**src/rtl/icrle_pkg.sv**
```systemverilog
// Package for the icon channel run-length decoder.
// Holds beat types, result kind codes and register indexes; no dependencies.
`timescale 1ns / 1ps
`default_nettype none

package icrle_pkg;

    localparam int CFG_DATA_W = 21;
    localparam int CFG_IDX_W  = 2;

    localparam logic [CFG_IDX_W-1:0] REG_PIXEL_COUNT   = 2'd0;
    localparam logic [CFG_IDX_W-1:0] REG_CHANNEL_COUNT = 2'd1;
    localparam logic [CFG_IDX_W-1:0] REG_LEADING_SKIP  = 2'd2;

    localparam logic [1:0] KIND_DATA      = 2'd0;
    localparam logic [1:0] KIND_NO_VALUE  = 2'd1;
    localparam logic [1:0] KIND_OVERFLOW  = 2'd2;
    localparam logic [1:0] KIND_EARLY_END = 2'd3;

    localparam logic [7:0] REPEAT_FLAG = 8'h80;
    localparam logic [7:0] REPEAT_BIAS = 8'd125;

    typedef struct packed {
        logic [7:0] data_byte;
        logic       end_of_input;
    } in_beat_t;

    typedef struct packed {
        logic [1:0]  kind;
        logic [1:0]  plane;
        logic [19:0] start_pixel;
        logic [7:0]  pixel_value;
        logic [7:0]  run_count;
        logic        image_done;
    } out_beat_t;

endpackage

`default_nettype wire

```
**src/rtl/icrle_if.sv**
```systemverilog
// Valid/ready stream interfaces for compressed bytes and decoded segments.
// Depends on icrle_pkg for the beat types.
`timescale 1ns / 1ps
`default_nettype none

interface icrle_in_if;
    logic                valid;
    logic                ready;
    icrle_pkg::in_beat_t data;

    modport source (output valid, output data, input ready);
    modport sink   (input valid, input data, output ready);
endinterface

interface icrle_out_if;
    logic                 valid;
    logic                 ready;
    icrle_pkg::out_beat_t data;

    modport source (output valid, output data, input ready);
    modport sink   (input valid, input data, output ready);
endinterface

`default_nettype wire

```
**src/rtl/icrle_core.sv**
```systemverilog
// Decode state machine: config registers, run state and per-byte result logic.
// Depends on icrle_pkg.
`timescale 1ns / 1ps
`default_nettype none

module icrle_core #(
    parameter int MAX_PIXELS = 1048576
) (
    input  wire logic                                 clk,
    input  wire logic                                 rst_n,
    input  wire logic                                 cfg_we,
    input  wire logic [icrle_pkg::CFG_IDX_W-1:0]      cfg_index,
    input  wire logic [icrle_pkg::CFG_DATA_W-1:0]     cfg_data,
    input  wire logic                                 take,
    input  wire icrle_pkg::in_beat_t                  beat,
    output logic                                      res_valid,
    output icrle_pkg::out_beat_t                      res
);
    import icrle_pkg::*;

    localparam int CNT_W = $clog2(MAX_PIXELS + 1);
    localparam int CMP_W = CNT_W + 8;
    localparam logic [CFG_DATA_W:0] MAX_WIDE = (CFG_DATA_W + 1)'(MAX_PIXELS);

    localparam logic [1:0] MODE_SKIP    = 2'd0;
    localparam logic [1:0] MODE_HEADER  = 2'd1;
    localparam logic [1:0] MODE_VALUE   = 2'd2;
    localparam logic [1:0] MODE_LITERAL = 2'd3;

    logic [CFG_DATA_W-1:0] pixel_count_reg;
    logic [2:0]            channel_count_reg;
    logic [3:0]            leading_skip_reg;

    logic [1:0]       mode_reg, mode_next;
    logic [7:0]       literal_left_reg, literal_left_next;
    logic [7:0]       repeat_len_reg, repeat_len_next;
    logic [1:0]       plane_reg, plane_next;
    logic [CNT_W-1:0] pix_reg, pix_next;
    logic [3:0]       skip_reg, skip_next;
    logic             halted_reg, halted_next;

    logic             cfg_hit;
    logic [3:0]       restart_skip;
    logic [CNT_W-1:0] npix;
    logic             four_planes;
    logic             last_plane;
    logic [1:0]       rot_plane;
    logic [CNT_W-1:0] remaining;
    logic [CNT_W-1:0] pix_rep;
    logic [CNT_W-1:0] pix_lit;
    logic [7:0]       lit_dec;
    logic             rep_over;

    always_comb
    begin
        if (pixel_count_reg == '0)
            npix = CNT_W'(1);
        else if ({1'b0, pixel_count_reg} > MAX_WIDE)
            npix = CNT_W'(MAX_PIXELS);
        else
            npix = CNT_W'(pixel_count_reg);
    end

    assign four_planes = (channel_count_reg == 3'd4);
    assign last_plane  = four_planes ? (plane_reg == 2'd3) : (plane_reg >= 2'd2);
    assign rot_plane   = !four_planes ? plane_reg :
                         (plane_reg == 2'd0) ? 2'd3 : plane_reg - 2'd1;
    assign remaining   = (pix_reg < npix) ? npix - pix_reg : '0;
    assign rep_over    = CMP_W'(repeat_len_reg) > CMP_W'(remaining);
    assign pix_rep     = CNT_W'(CMP_W'(pix_reg) + CMP_W'(repeat_len_reg));
    assign pix_lit     = pix_reg + CNT_W'(1);
    assign lit_dec     = literal_left_reg - 8'd1;

    assign cfg_hit      = cfg_we && (cfg_index == REG_PIXEL_COUNT ||
                                     cfg_index == REG_CHANNEL_COUNT ||
                                     cfg_index == REG_LEADING_SKIP);
    assign restart_skip = (cfg_index == REG_LEADING_SKIP) ? cfg_data[3:0]
                                                          : leading_skip_reg;

    always_comb
    begin
        mode_next         = mode_reg;
        literal_left_next = literal_left_reg;
        repeat_len_next   = repeat_len_reg;
        plane_next        = plane_reg;
        pix_next          = pix_reg;
        skip_next         = skip_reg;
        halted_next       = halted_reg;
        res_valid         = 1'b0;
        res.kind          = KIND_DATA;
        res.plane         = rot_plane;
        res.start_pixel   = 20'(pix_reg);
        res.pixel_value   = 8'd0;
        res.run_count     = 8'd0;
        res.image_done    = 1'b0;

        if (cfg_hit)
        begin
            skip_next         = restart_skip;
            mode_next         = (restart_skip != 4'd0) ? MODE_SKIP : MODE_HEADER;
            literal_left_next = 8'd0;
            repeat_len_next   = 8'd0;
            plane_next        = 2'd0;
            pix_next          = '0;
            halted_next       = 1'b0;
        end
        else if (take && !halted_reg)
        begin
            unique case (mode_reg)
                MODE_SKIP:
                begin
                    skip_next = skip_reg - 4'd1;
                    if (skip_next == 4'd0)
                        mode_next = MODE_HEADER;
                    if (beat.end_of_input)
                    begin
                        halted_next = 1'b1;
                        res_valid   = 1'b1;
                        res.kind    = KIND_EARLY_END;
                    end
                end
                MODE_HEADER:
                begin
                    if ((beat.data_byte & REPEAT_FLAG) != 8'd0)
                    begin
                        repeat_len_next = beat.data_byte - REPEAT_BIAS;
                        mode_next       = MODE_VALUE;
                        res.kind        = KIND_NO_VALUE;
                    end
                    else
                    begin
                        literal_left_next = beat.data_byte + 8'd1;
                        mode_next         = MODE_LITERAL;
                        res.kind          = KIND_EARLY_END;
                    end
                    if (beat.end_of_input)
                    begin
                        halted_next = 1'b1;
                        res_valid   = 1'b1;
                    end
                end
                MODE_VALUE:
                begin
                    res_valid       = 1'b1;
                    res.pixel_value = beat.data_byte;
                    if (rep_over)
                    begin
                        halted_next   = 1'b1;
                        res.kind      = KIND_OVERFLOW;
                        res.run_count = 8'(remaining);
                    end
                    else
                    begin
                        res.run_count = repeat_len_reg;
                        pix_next      = pix_rep;
                        mode_next     = MODE_HEADER;
                        if (pix_rep >= npix)
                        begin
                            pix_next          = '0;
                            literal_left_next = 8'd0;
                            if (last_plane)
                            begin
                                halted_next    = 1'b1;
                                res.image_done = 1'b1;
                            end
                            else
                                plane_next = plane_reg + 2'd1;
                        end
                        if (!res.image_done && beat.end_of_input)
                        begin
                            halted_next = 1'b1;
                            res.kind    = KIND_EARLY_END;
                        end
                    end
                end
                default:
                begin
                    res_valid         = 1'b1;
                    res.pixel_value   = beat.data_byte;
                    res.run_count     = 8'd1;
                    pix_next          = pix_lit;
                    literal_left_next = lit_dec;
                    if (pix_lit >= npix && lit_dec != 8'd0)
                    begin
                        halted_next = 1'b1;
                        res.kind    = beat.end_of_input ? KIND_EARLY_END : KIND_OVERFLOW;
                    end
                    else
                    begin
                        if (lit_dec == 8'd0)
                            mode_next = MODE_HEADER;
                        if (pix_lit >= npix)
                        begin
                            pix_next          = '0;
                            mode_next         = MODE_HEADER;
                            literal_left_next = 8'd0;
                            if (last_plane)
                            begin
                                halted_next    = 1'b1;
                                res.image_done = 1'b1;
                            end
                            else
                                plane_next = plane_reg + 2'd1;
                        end
                        if (!res.image_done && beat.end_of_input)
                        begin
                            halted_next = 1'b1;
                            res.kind    = KIND_EARLY_END;
                        end
                    end
                end
            endcase
        end
    end

    always_ff @(posedge clk or negedge rst_n)
    begin
        if (!rst_n)
        begin
            pixel_count_reg   <= CFG_DATA_W'(256);
            channel_count_reg <= 3'd3;
            leading_skip_reg  <= 4'd0;
            mode_reg          <= MODE_HEADER;
            literal_left_reg  <= 8'd0;
            repeat_len_reg    <= 8'd0;
            plane_reg         <= 2'd0;
            pix_reg           <= '0;
            skip_reg          <= 4'd0;
            halted_reg        <= 1'b0;
        end
        else
        begin
            if (cfg_we && cfg_index == REG_PIXEL_COUNT)
                pixel_count_reg <= cfg_data;
            if (cfg_we && cfg_index == REG_CHANNEL_COUNT)
                channel_count_reg <= cfg_data[2:0];
            if (cfg_we && cfg_index == REG_LEADING_SKIP)
                leading_skip_reg <= cfg_data[3:0];
            mode_reg         <= mode_next;
            literal_left_reg <= literal_left_next;
            repeat_len_reg   <= repeat_len_next;
            plane_reg        <= plane_next;
            pix_reg          <= pix_next;
            skip_reg         <= skip_next;
            halted_reg       <= halted_next;
        end
    end

endmodule

`default_nettype wire

```
**src/rtl/icrle_out_stage.sv**
```systemverilog
// Result register between the decode logic and the segment stream.
// Depends on icrle_pkg and icrle_out_if.
`timescale 1ns / 1ps
`default_nettype none

module icrle_out_stage (
    input  wire logic                 clk,
    input  wire logic                 rst_n,
    input  wire logic                 res_valid,
    input  wire icrle_pkg::out_beat_t res,
    output logic                      load_ok,
    icrle_out_if.source               segment
);
    import icrle_pkg::*;

    logic      valid_reg;
    out_beat_t data_reg;

    // Load when empty or when the held beat leaves this cycle.
    assign load_ok       = !valid_reg || segment.ready;
    assign segment.valid = valid_reg;
    assign segment.data  = data_reg;

    always_ff @(posedge clk or negedge rst_n)
    begin
        if (!rst_n)
            valid_reg <= 1'b0;
        else if (load_ok)
            valid_reg <= res_valid;
    end

    always_ff @(posedge clk)
    begin
        if (load_ok && res_valid)
            data_reg <= res;
    end

endmodule

`default_nettype wire

```
**src/rtl/icon_channel_rle_decoder.sv**
```systemverilog
// Top level of the icon channel run-length decoder.
// A segment appears on the output in the cycle after its byte is accepted.
// Throughput: one compressed byte per cycle; the result register stalls input
// only while it holds a beat that the sink does not take.
// Reset: registers return to 256 pixels, 3 channels, no skip; decoder restarts
// at the first header; a write to one of the three registers restarts it, skipping leading bytes first.
`timescale 1ns / 1ps
`default_nettype none

module icon_channel_rle_decoder #(
    parameter int MAX_PIXELS = 1048576
) (
    input  wire logic                             clk,
    input  wire logic                             rst_n,
    input  wire logic                             cfg_we,
    input  wire logic [icrle_pkg::CFG_IDX_W-1:0]  cfg_index,
    input  wire logic [icrle_pkg::CFG_DATA_W-1:0] cfg_data,
    icrle_in_if.sink                              stream,
    icrle_out_if.source                           segment
);
    import icrle_pkg::*;

    logic      load_ok;
    logic      take;
    logic      res_valid;
    out_beat_t res;

    assign stream.ready = load_ok;
    assign take         = stream.valid && load_ok;

    icrle_core #(
        .MAX_PIXELS (MAX_PIXELS)
    ) u_core (
        .clk       (clk),
        .rst_n     (rst_n),
        .cfg_we    (cfg_we),
        .cfg_index (cfg_index),
        .cfg_data  (cfg_data),
        .take      (take),
        .beat      (stream.data),
        .res_valid (res_valid),
        .res       (res)
    );

    icrle_out_stage u_out (
        .clk       (clk),
        .rst_n     (rst_n),
        .res_valid (res_valid),
        .res       (res),
        .load_ok   (load_ok),
        .segment   (segment)
    );

endmodule

`default_nettype wire

```
**src/flat_wrapper.sv**
```systemverilog
// flat-port wrapper written by rule: the top's interface ports become plain ports
module icon_channel_rle_decoder_flat import icrle_pkg::*;
#(
    parameter int MAX_PIXELS = 1048576
)
  (clk, rst_n, cfg_we, cfg_index, cfg_data, stream_valid, stream_data, stream_ready, segment_valid, segment_data, segment_ready);
  icrle_in_if stream_i ();
  icrle_out_if segment_i ();
  input  wire logic clk;
  input  wire logic rst_n;
  input  wire logic cfg_we;
  input  wire logic [icrle_pkg::CFG_IDX_W-1:0] cfg_index;
  input  wire logic [icrle_pkg::CFG_DATA_W-1:0] cfg_data;
  input wire logic [$bits(stream_i.valid)-1:0] stream_valid;
  input wire logic [$bits(stream_i.data)-1:0] stream_data;
  output wire logic [$bits(stream_i.ready)-1:0] stream_ready;
  output wire logic [$bits(segment_i.valid)-1:0] segment_valid;
  output wire logic [$bits(segment_i.data)-1:0] segment_data;
  input wire logic [$bits(segment_i.ready)-1:0] segment_ready;
  assign stream_i.valid = stream_valid;
  assign stream_i.data = stream_data;
  assign stream_ready = stream_i.ready;
  assign segment_valid = segment_i.valid;
  assign segment_data = segment_i.data;
  assign segment_i.ready = segment_ready;
  icon_channel_rle_decoder #(.MAX_PIXELS(MAX_PIXELS)) u_core (.clk(clk), .rst_n(rst_n), .cfg_we(cfg_we), .cfg_index(cfg_index), .cfg_data(cfg_data), .stream(stream_i), .segment(segment_i));
endmodule
```
**config.mk**
```make
export PLATFORM = sky130hd
export DESIGN_NAME = icon_channel_rle_decoder_flat
export DESIGN_NICKNAME = d
export VERILOG_FILES = /design/src/rtl/icrle_pkg.sv /design/src/rtl/icrle_if.sv /design/src/rtl/icrle_core.sv /design/src/rtl/icrle_out_stage.sv /design/src/rtl/icon_channel_rle_decoder.sv /design/src/flat_wrapper.sv
export SDC_FILE = /design/constraint.sdc
export NUM_CORES = 1
export LEC_CHECK = 0
export BUFFER_PORTS_ARGS = -buffer_cell sky130_fd_sc_hd__buf_4
export CORE_MARGIN = 10
export CORE_UTILIZATION = 55
export DETAILED_ROUTE_END_ITERATION = 10
export GPL_ROUTABILITY_DRIVEN = 0
export HOLD_SLACK_MARGIN = 0.1
export PLACE_DENSITY = 0.72
export SLEW_MARGIN = 15
export SYNTH_ARGS = -nofsm -noshare
export SYNTH_HDL_FRONTEND = slang
export SYNTH_SLANG_ARGS = --single-unit
```
**constraint.sdc**
```tcl
create_clock -name clk -period 7.08 [get_ports clk]
set_input_delay 0.354 -clock clk [delete_from_list [all_inputs] [get_ports clk]]
set_output_delay 0.354 -clock clk [all_outputs]
set_load 0.05 [all_outputs]
```
==> results of run 1 <==
repair_timing:
action / CTS / global route
buffers inserted: 0 / 0
resized for setup: 0 / 0
endpoints found under the hold margin: 8 / 0
hold buffers: 1 / 0
where the power goes:
| group | switching, W | internal, W |
|---|---|---|
| sequential | 0.000139 | 0.000855 |
| combinational | 0.00143 | 0.000843 |
| clock | 0.000346 | 0.000590 |
worst max path at each step:
stage	start	end	cells after the start	slack [ns]
after floorplan	u_core.u_core.pixel_count_reg[18]	u_core.u_core.pix_reg[15]	26	1.71
after global placement	u_core.u_core.pixel_count_reg[14]	u_core.u_core.pix_reg[3]	24	1.04
after detailed placement	u_core.u_core.pixel_count_reg[10]	u_core.u_core.pix_reg[4]	24	0.84
after CTS	u_core.u_core.pixel_count_reg[10]	u_core.u_core.pix_reg[4]	24	0.80
after global routing	u_core.u_core.pixel_count_reg[10]	u_core.u_core.plane_reg[1]	24	0.21
final	u_core.u_core.pixel_count_reg[10]	u_core.u_core.pix_reg[6]	24	0.74
final cells by class:
cell class | instances | area (sq um) | area share [%]
clock inverters | 15 | 203 | 1.91
well taps | 220 | 275 | 2.59
clock buffers | 17 | 425 | 4.00
multi-input cells | 785 | 5690 | 53.5
repair buffers | 88 | 663 | 6.24
flip-flops and latches | 116 | 3110 | 29.3
inverters | 69 | 259 | 2.44
cell usage in the layout (no fill, tap or decap), types with 7 or more instances in the layout:
cell type	n
clkbuf_16	17
a32o_1	7
a21oi_1	60
nor2b_1	12
o21bai_1	7
a31oi_1	11
inv_1	66
mux2_2	27
a21o_1	25
xor2_1	15
a211oi_2	11
nand2b_1	9
o211ai_1	7
xnor2_1	50
nand3_1	27
nand4_1	19
nand2_1	100
buf_4	87
dfrtp_1	71
edfxtp_1	41
nor4_1	18
and3_1	8
o21ai_0	39
a221oi_1	9
and2_1	11
ha_1	93
nor3_1	19
nor2_1	69
a211oi_1	12
o21a_1	7
metal layers:
layer,part of all wire (%),up-vias
met2,44,393
li1,-,3876
met1,44,3948
met4,2.3,0
met5,0,-
met3,9.3,55
cell families (layout without fill, tap and decap cells):
kind of cell | count (synthesis) | after routing | synth area share [%]
fa+ha+maj | 95 | 95 | 13.0
compound gates | 266 | 266 | 21.0
simple gates | 327 | 327 | 17.4
buf+inv | 107 | 189 | 4.95
xor+xnor | 65 | 65 | 6.15
mux | 32 | 32 | 3.83
flops | 116 | 116 | 33.6
critical path, stage by stage (launching register included):
cell and delay (ns):
dfrtp_1 0.39, nor4_1 0.37, nand2_1 0.14, o21ai_0 0.54, nand2_1 0.27, inv_1 0.13
ha_1 0.31, a21o_1 0.24, a31o_1 0.26, a211oi_1 0.32, a311oi_1 0.16, o31a_2 0.40
and2_1 0.22, ha_1 0.18, nor2b_1 0.11, o21a_1 0.11, o21a_1 0.11, o211ai_1 0.08
a21oi_1 0.18, nor2_1 0.10, o31a_1 0.36, o211ai_4 0.60, buf_4 0.33, nor3_1 0.07
a31o_1 0.22
stage by stage:
stage | setup WS, ns | hold slack [ns] | power, W | utilization (%) | area, sq um
after global placement | 1.04 | 0.198 | 0.00318 | 60.4 | 9990
after global routing | 0.214 | 0.152 | 0.00448 | 64.3 | 10600
after detailed placement | 0.844 | 0.195 | 0.00322 | 60.4 | 9990
after floorplan | 1.71 | 0.0584 | 0.00268 | - | 9250
final | 0.745 | 0.132 | 0.00421 | 64.3 | 10600
after CTS | 0.804 | 0.128 | 0.00417 | 64.3 | 10600
==> flow_metrics.tcl, run 1 <==
set metrics [dict create \
    fmax_ghz 0.158 \
    vias 8272 \
    synth_edf_count 41 \
    cts-htree-levels 4 \
    worst_setup_path_start_kind "register" \
    reg2reg_from "u_core.u_core.pixel_count_reg[10]" \
    netlist_top_cells_count "100 x nand2_1, 93 x ha_1, 71 x dfrtp_1, 70 x nor2_1, 66 x inv_1" \
    fin_crit_sh_pct 89.5 \
    cts_tree "done" \
    drt_iter0_markers 671 \
    n_antenna_cell 0 \
    holdPathStages 3 \
    synth_nets 1140 \
    leakage_nw 4.62 \
    yosysMostFrequentCell "nand2_1" \
    nNetsFinal 1209 \
    clockRootBuffer "clkbuf_16" \
    yosysUniqueCellTypes 81 \
    syn-cell-area_sq_um 9250 \
    synth_top_area_share_pct 19.2 \
    start_util_pct 56.0 \
    synth_area_leaders "dfrtp_1 19%, edfxtp_1 13%, ha_1 13%, xnor2_1 4.7%, nand2_1 4.1%" \
    synth_largest_area_cell "dfrtp_1" \
    post_drt_via_cell_ratio 6.31 \
    synthCells 1008 \
    cts_sinks 116 \
    io_buffers 79 \
    clkLatencyLatePin_ns 0.43 \
    avgRoutedWirePerCell_microns 19.9 \
    synth_area_per_cell_sq_um 9.18 \
    yosysWarnings 0 \
    ios 80 \
    setup_viol 0 \
    synth-seq-cells 116 \
    final.min_clock_period_ns 6.34 \
    finalHoldViolCount 0 \
    drc 0 \
    grt-ovfl-total 0 \
    core-area_sq_um 16500 \
    slew_headroom_pct 40.3 \
    ir_worst_vdd_mv 0.211 \
    hp-start "cfg_data[20]" \
    track_usage_pct 23.3 \
    worstRegToRegCells 24 \
    hold_path_class "input port to register" \
    rows 47 \
    wl_microns 26100 \
    outcome "completed" \
    grt_util_met1_pct 32.3 \
    nFillCells 1390 \
    rsz0062_at_grt "false" \
    async_flop_share_pct 64.7 \
    cp_max_fo 19 \
    dieArea_sq_um 22400 \
    numCtsBuffers 17 \
    antenna_found_initial 0 \
    worst_slew_pin_slew_ns 0.895 \
    dpl.cell_count 1277 \
    required_ns 7.39 \
    fp.dieH_microns 150 \
    drtAntennaViolNets 0 \
    r2r_slack_ns 0.74 \
    die_w_microns 150 \
    largest_reg_flops 41 \
    finalSetupTns_ns 0 \
    path_class "register to register" \
    ys_seq_area_share_pct 33.6 \
    ys.flop_type "dfrtp_1" \
    r2r-end "u_core.u_core.pix_reg[6]" \
    drive_gt1_share_pct 16.7 \
    finalMaxSlewViolations 0 \
    dp_hpwl_microns 19600 \
    use_met3_pct 5.80 \
    power_density_nw_per_um2 396 \
    clk_pin_slew_ns 0.06 \
    grt_start_max_net_pins 68 \
    endpoint_kind "register" \
    areaGrowthSynthToFinish_pct 14.9 \
    met2_usage_pct 34.7 \
    cp.arrival_ns 6.64 \
    drv_cap 0 \
    dr.pass1.iters 5 \
    grt_pass1_vias 7927 \
    busiest_layer "met2" \
    clock_skew_ns 0.00990 \
    stdcell_count 1310 \
    grt_pass1_wl_microns 41900 \
    min_to "u_core.u_core.pixel_count_reg[20]" \
    cts_buffer_depth 2 \
]
Power figures use the tool's default switching activity.
==> run 2: changes to the inputs <==
--- a/config.mk
+++ b/config.mk
@@ -7,11 +7,11 @@
 export LEC_CHECK = 0
 export BUFFER_PORTS_ARGS = -buffer_cell sky130_fd_sc_hd__buf_4
 export CORE_MARGIN = 10
-export CORE_UTILIZATION = 55
+export CORE_UTILIZATION = 45
 export DETAILED_ROUTE_END_ITERATION = 10
 export GPL_ROUTABILITY_DRIVEN = 0
 export HOLD_SLACK_MARGIN = 0.1
-export PLACE_DENSITY = 0.72
+export PLACE_DENSITY = 0.61
 export SLEW_MARGIN = 15
 export SYNTH_ARGS = -nofsm -noshare
 export SYNTH_HDL_FRONTEND = slang
==> constraint.sdc (replaced) <==
create_clock -name clk -period 7.9 [get_ports clk]
set_input_delay 0.395 -clock clk [delete_from_list [all_inputs] [get_ports clk]]
set_output_delay 0.395 -clock clk [all_outputs]
set_load 0.05 [all_outputs]
==> run 2 against run 1 <==
  * Routed wire length rose by 3.3%
  * Via count shrank 2.7%
  * Sequential share of layout area up 0.059 points
  * Clock-buffer cell count did not move
  * Cell area decreased by 0.20%
  * Total power is 13% lower
  * Flip-flop and latch count unchanged
  * Critical path depth unchanged
  * Final cell count up 3.7%
  * Combinational power shrank 11%
  * Non-clock buffer count is 2 lower
  * Largest power group unchanged
==> flow_metrics.tcl, run 2 (same netlist as run 1, synthesis figures left out) <==
set metrics [dict create \
    outcome "completed" \
    antenna_found_initial 0 \
    reg2reg_from "u_core.u_core.pixel_count_reg[18]" \
    finalMaxSlewViolations 0 \
    dp_hpwl_microns 20200 \
    rows 52 \
    worst_setup_path_start_kind "register" \
    post_drt_via_cell_ratio 5.93 \
    leakage_nw 4.58 \
    avgRoutedWirePerCell_microns 19.8 \
    dr.pass1.iters 5 \
    fmax_ghz 0.151 \
    dieArea_sq_um 26700 \
    hold_path_class "input port to register" \
    clock_skew_ns 0.00726 \
    ctsResizeCount 0 \
    clkLatencyLatePin_ns 0.42 \
    die_w_microns 163 \
    r2r_slack_ns 1.29 \
    slew_headroom_pct 29.0 \
    holdPathStages 3 \
    drv_cap 0 \
    largest_reg_flops 41 \
    cts-htree-levels 4 \
    track_usage_pct 20.5 \
    cp_max_fo 29 \
    grt_pass1_vias 8060 \
    start_util_pct 45.7 \
    cts_buffer_depth 2 \
    min_to "u_core.u_core.pixel_count_reg[20]" \
    fp.dieH_microns 163 \
    finalPower_w 0.00367 \
    postCtsHoldBufs 1 \
    nNetsFinal 1207 \
    place_area_sq_um 10000 \
    utilization_pct 52.4 \
    ir_worst_vdd_mv 0.175 \
    wl_microns 26900 \
    hp-start "cfg_data[20]" \
    grt_pass1_wl_microns 44000 \
    power_density_nw_per_um2 346 \
    post_cts_buffers 0 \
    finalSetupTns_ns 0 \
    cts_sinks 116 \
    cp.arrival_ns 6.90 \
    numCtsBuffers 17 \
    clockRootBuffer "clkbuf_16" \
    worst_slew_pin_slew_ns 1.06 \
    required_ns 8.19 \
    fin_crit_sh_pct 83.7 \
    io_buffers 79 \
    vias 8051 \
    n_antenna_cell 0 \
    r2r-end "u_core.u_core.pix_reg[15]" \
    core-area_sq_um 20200 \
    rsz0062_at_grt "false" \
    drt_iter0_markers 679 \
    drive_gt1_share_pct 16.5 \
    final_cell_mix "100 x nand2_1, 93 x ha_1, 85 x buf_4" \
    worstRegToRegCells 24 \
    ios 80 \
    layout_commonest_cell "nand2_1" \
    areaGrowthSynthToFinish_pct 14.6 \
    endpoint_kind "register" \
    cts_tree "done" \
    holdWs_ns 0.182 \
    grt_start_max_net_pins 71 \
    drc 0 \
    setup_viol 0 \
    grt-ovfl-total 0 \
    final.min_clock_period_ns 6.61 \
    path_class "register to register" \
    final_cell_area_sq_um 10600 \
    finalHoldViolCount 0 \
    drtAntennaViolNets 0 \
    clk_pin_slew_ns 0.06 \
]
==> run 2: cell count changes in the layout (fill, tap and decap cells not counted) <==
cell	delta
bufinv_16	-3
buf_4	-2
clkinv_4	+2
clkinv_1	+1
clkinv_2	+1
clkinvlp_4	-1
nor2_1	-1
nor2_2	+1
==> run 2: report_power, final <==
group	switching, W	total, W	internal (W)
Clock	0.000307	0.000740	0.000433
Combinational	0.00129	0.00204	0.000751
Sequential	0.000123	0.000889	0.000766
==> run 2: how the worst max path moves through the flow <==
| stage | startpoint | to | slack [ns] | cells after the start |
|---|---|---|---|---|
| after CTS | u_core.u_core.pixel_count_reg[18] | u_core.u_core.pix_reg[15] | 1.32 | 24 |
| final | u_core.u_core.pixel_count_reg[18] | u_core.u_core.pix_reg[15] | 1.29 | 24 |
| after global placement | u_core.u_core.pixel_count_reg[18] | u_core.u_core.pix_reg[17] | 1.58 | 24 |
| after floorplan | u_core.u_core.pixel_count_reg[18] | u_core.u_core.pix_reg[15] | 2.53 | 26 |
| after global routing | u_core.u_core.pixel_count_reg[14] | u_core.u_core.pix_reg[15] | 0.86 | 24 |
| after detailed placement | u_core.u_core.pixel_count_reg[18] | u_core.u_core.pix_reg[15] | 1.45 | 24 |
==> run 2: through the flow <==
step | instances | worst slack [ns]
after floorplan | 1008 | 2.53
after global placement | 1325 | 1.58
after detailed placement | 1325 | 1.45
after CTS | 1358 | 1.32
after global routing | 1358 | 0.863
final | 1358 | 1.29
==> run 2: per-layer routing <==
layer,share of wire [%],GRT usage [%],wire [microns]
met5,0,0,0
met3,6.7,4.08,1810
met4,1.1,5.45,286
met2,45,30.9,12200
met1,47,29.3,12600
==> run 2: worst max-delay path: stages (launching register included) <==
cell       delay, ns
dfrtp_1         0.40
nor4_1          0.36
nand3_1         0.15
o21ai_0         0.58
nand2_1         0.33
inv_1           0.18
ha_1            0.25
nor2b_1         0.15
o2111ai_1       0.43
a21o_1          0.28
a311oi_1        0.11
o31a_2          0.40
nand2_1         0.12
ha_1            0.25
nor2b_1         0.14
o21a_1          0.16
o21a_1          0.16
o211ai_1        0.18
a21oi_1         0.11
o21bai_1        0.22
o31a_1          0.17
buf_4           0.24
o211ai_4        0.38
a2111oi_0       0.61
nor3b_2         0.08
==> run 2: layout make-up <==
cell class	count	area (sq um)
Inverter	69	259
Fill cell	1886	9630
Clock buffer	17	425
Clock inverter	15	131
Sequential cell	116	3110
Multi-Input combinational cell	785	5690
Tap cell	270	338
Timing Repair Buffer	86	648
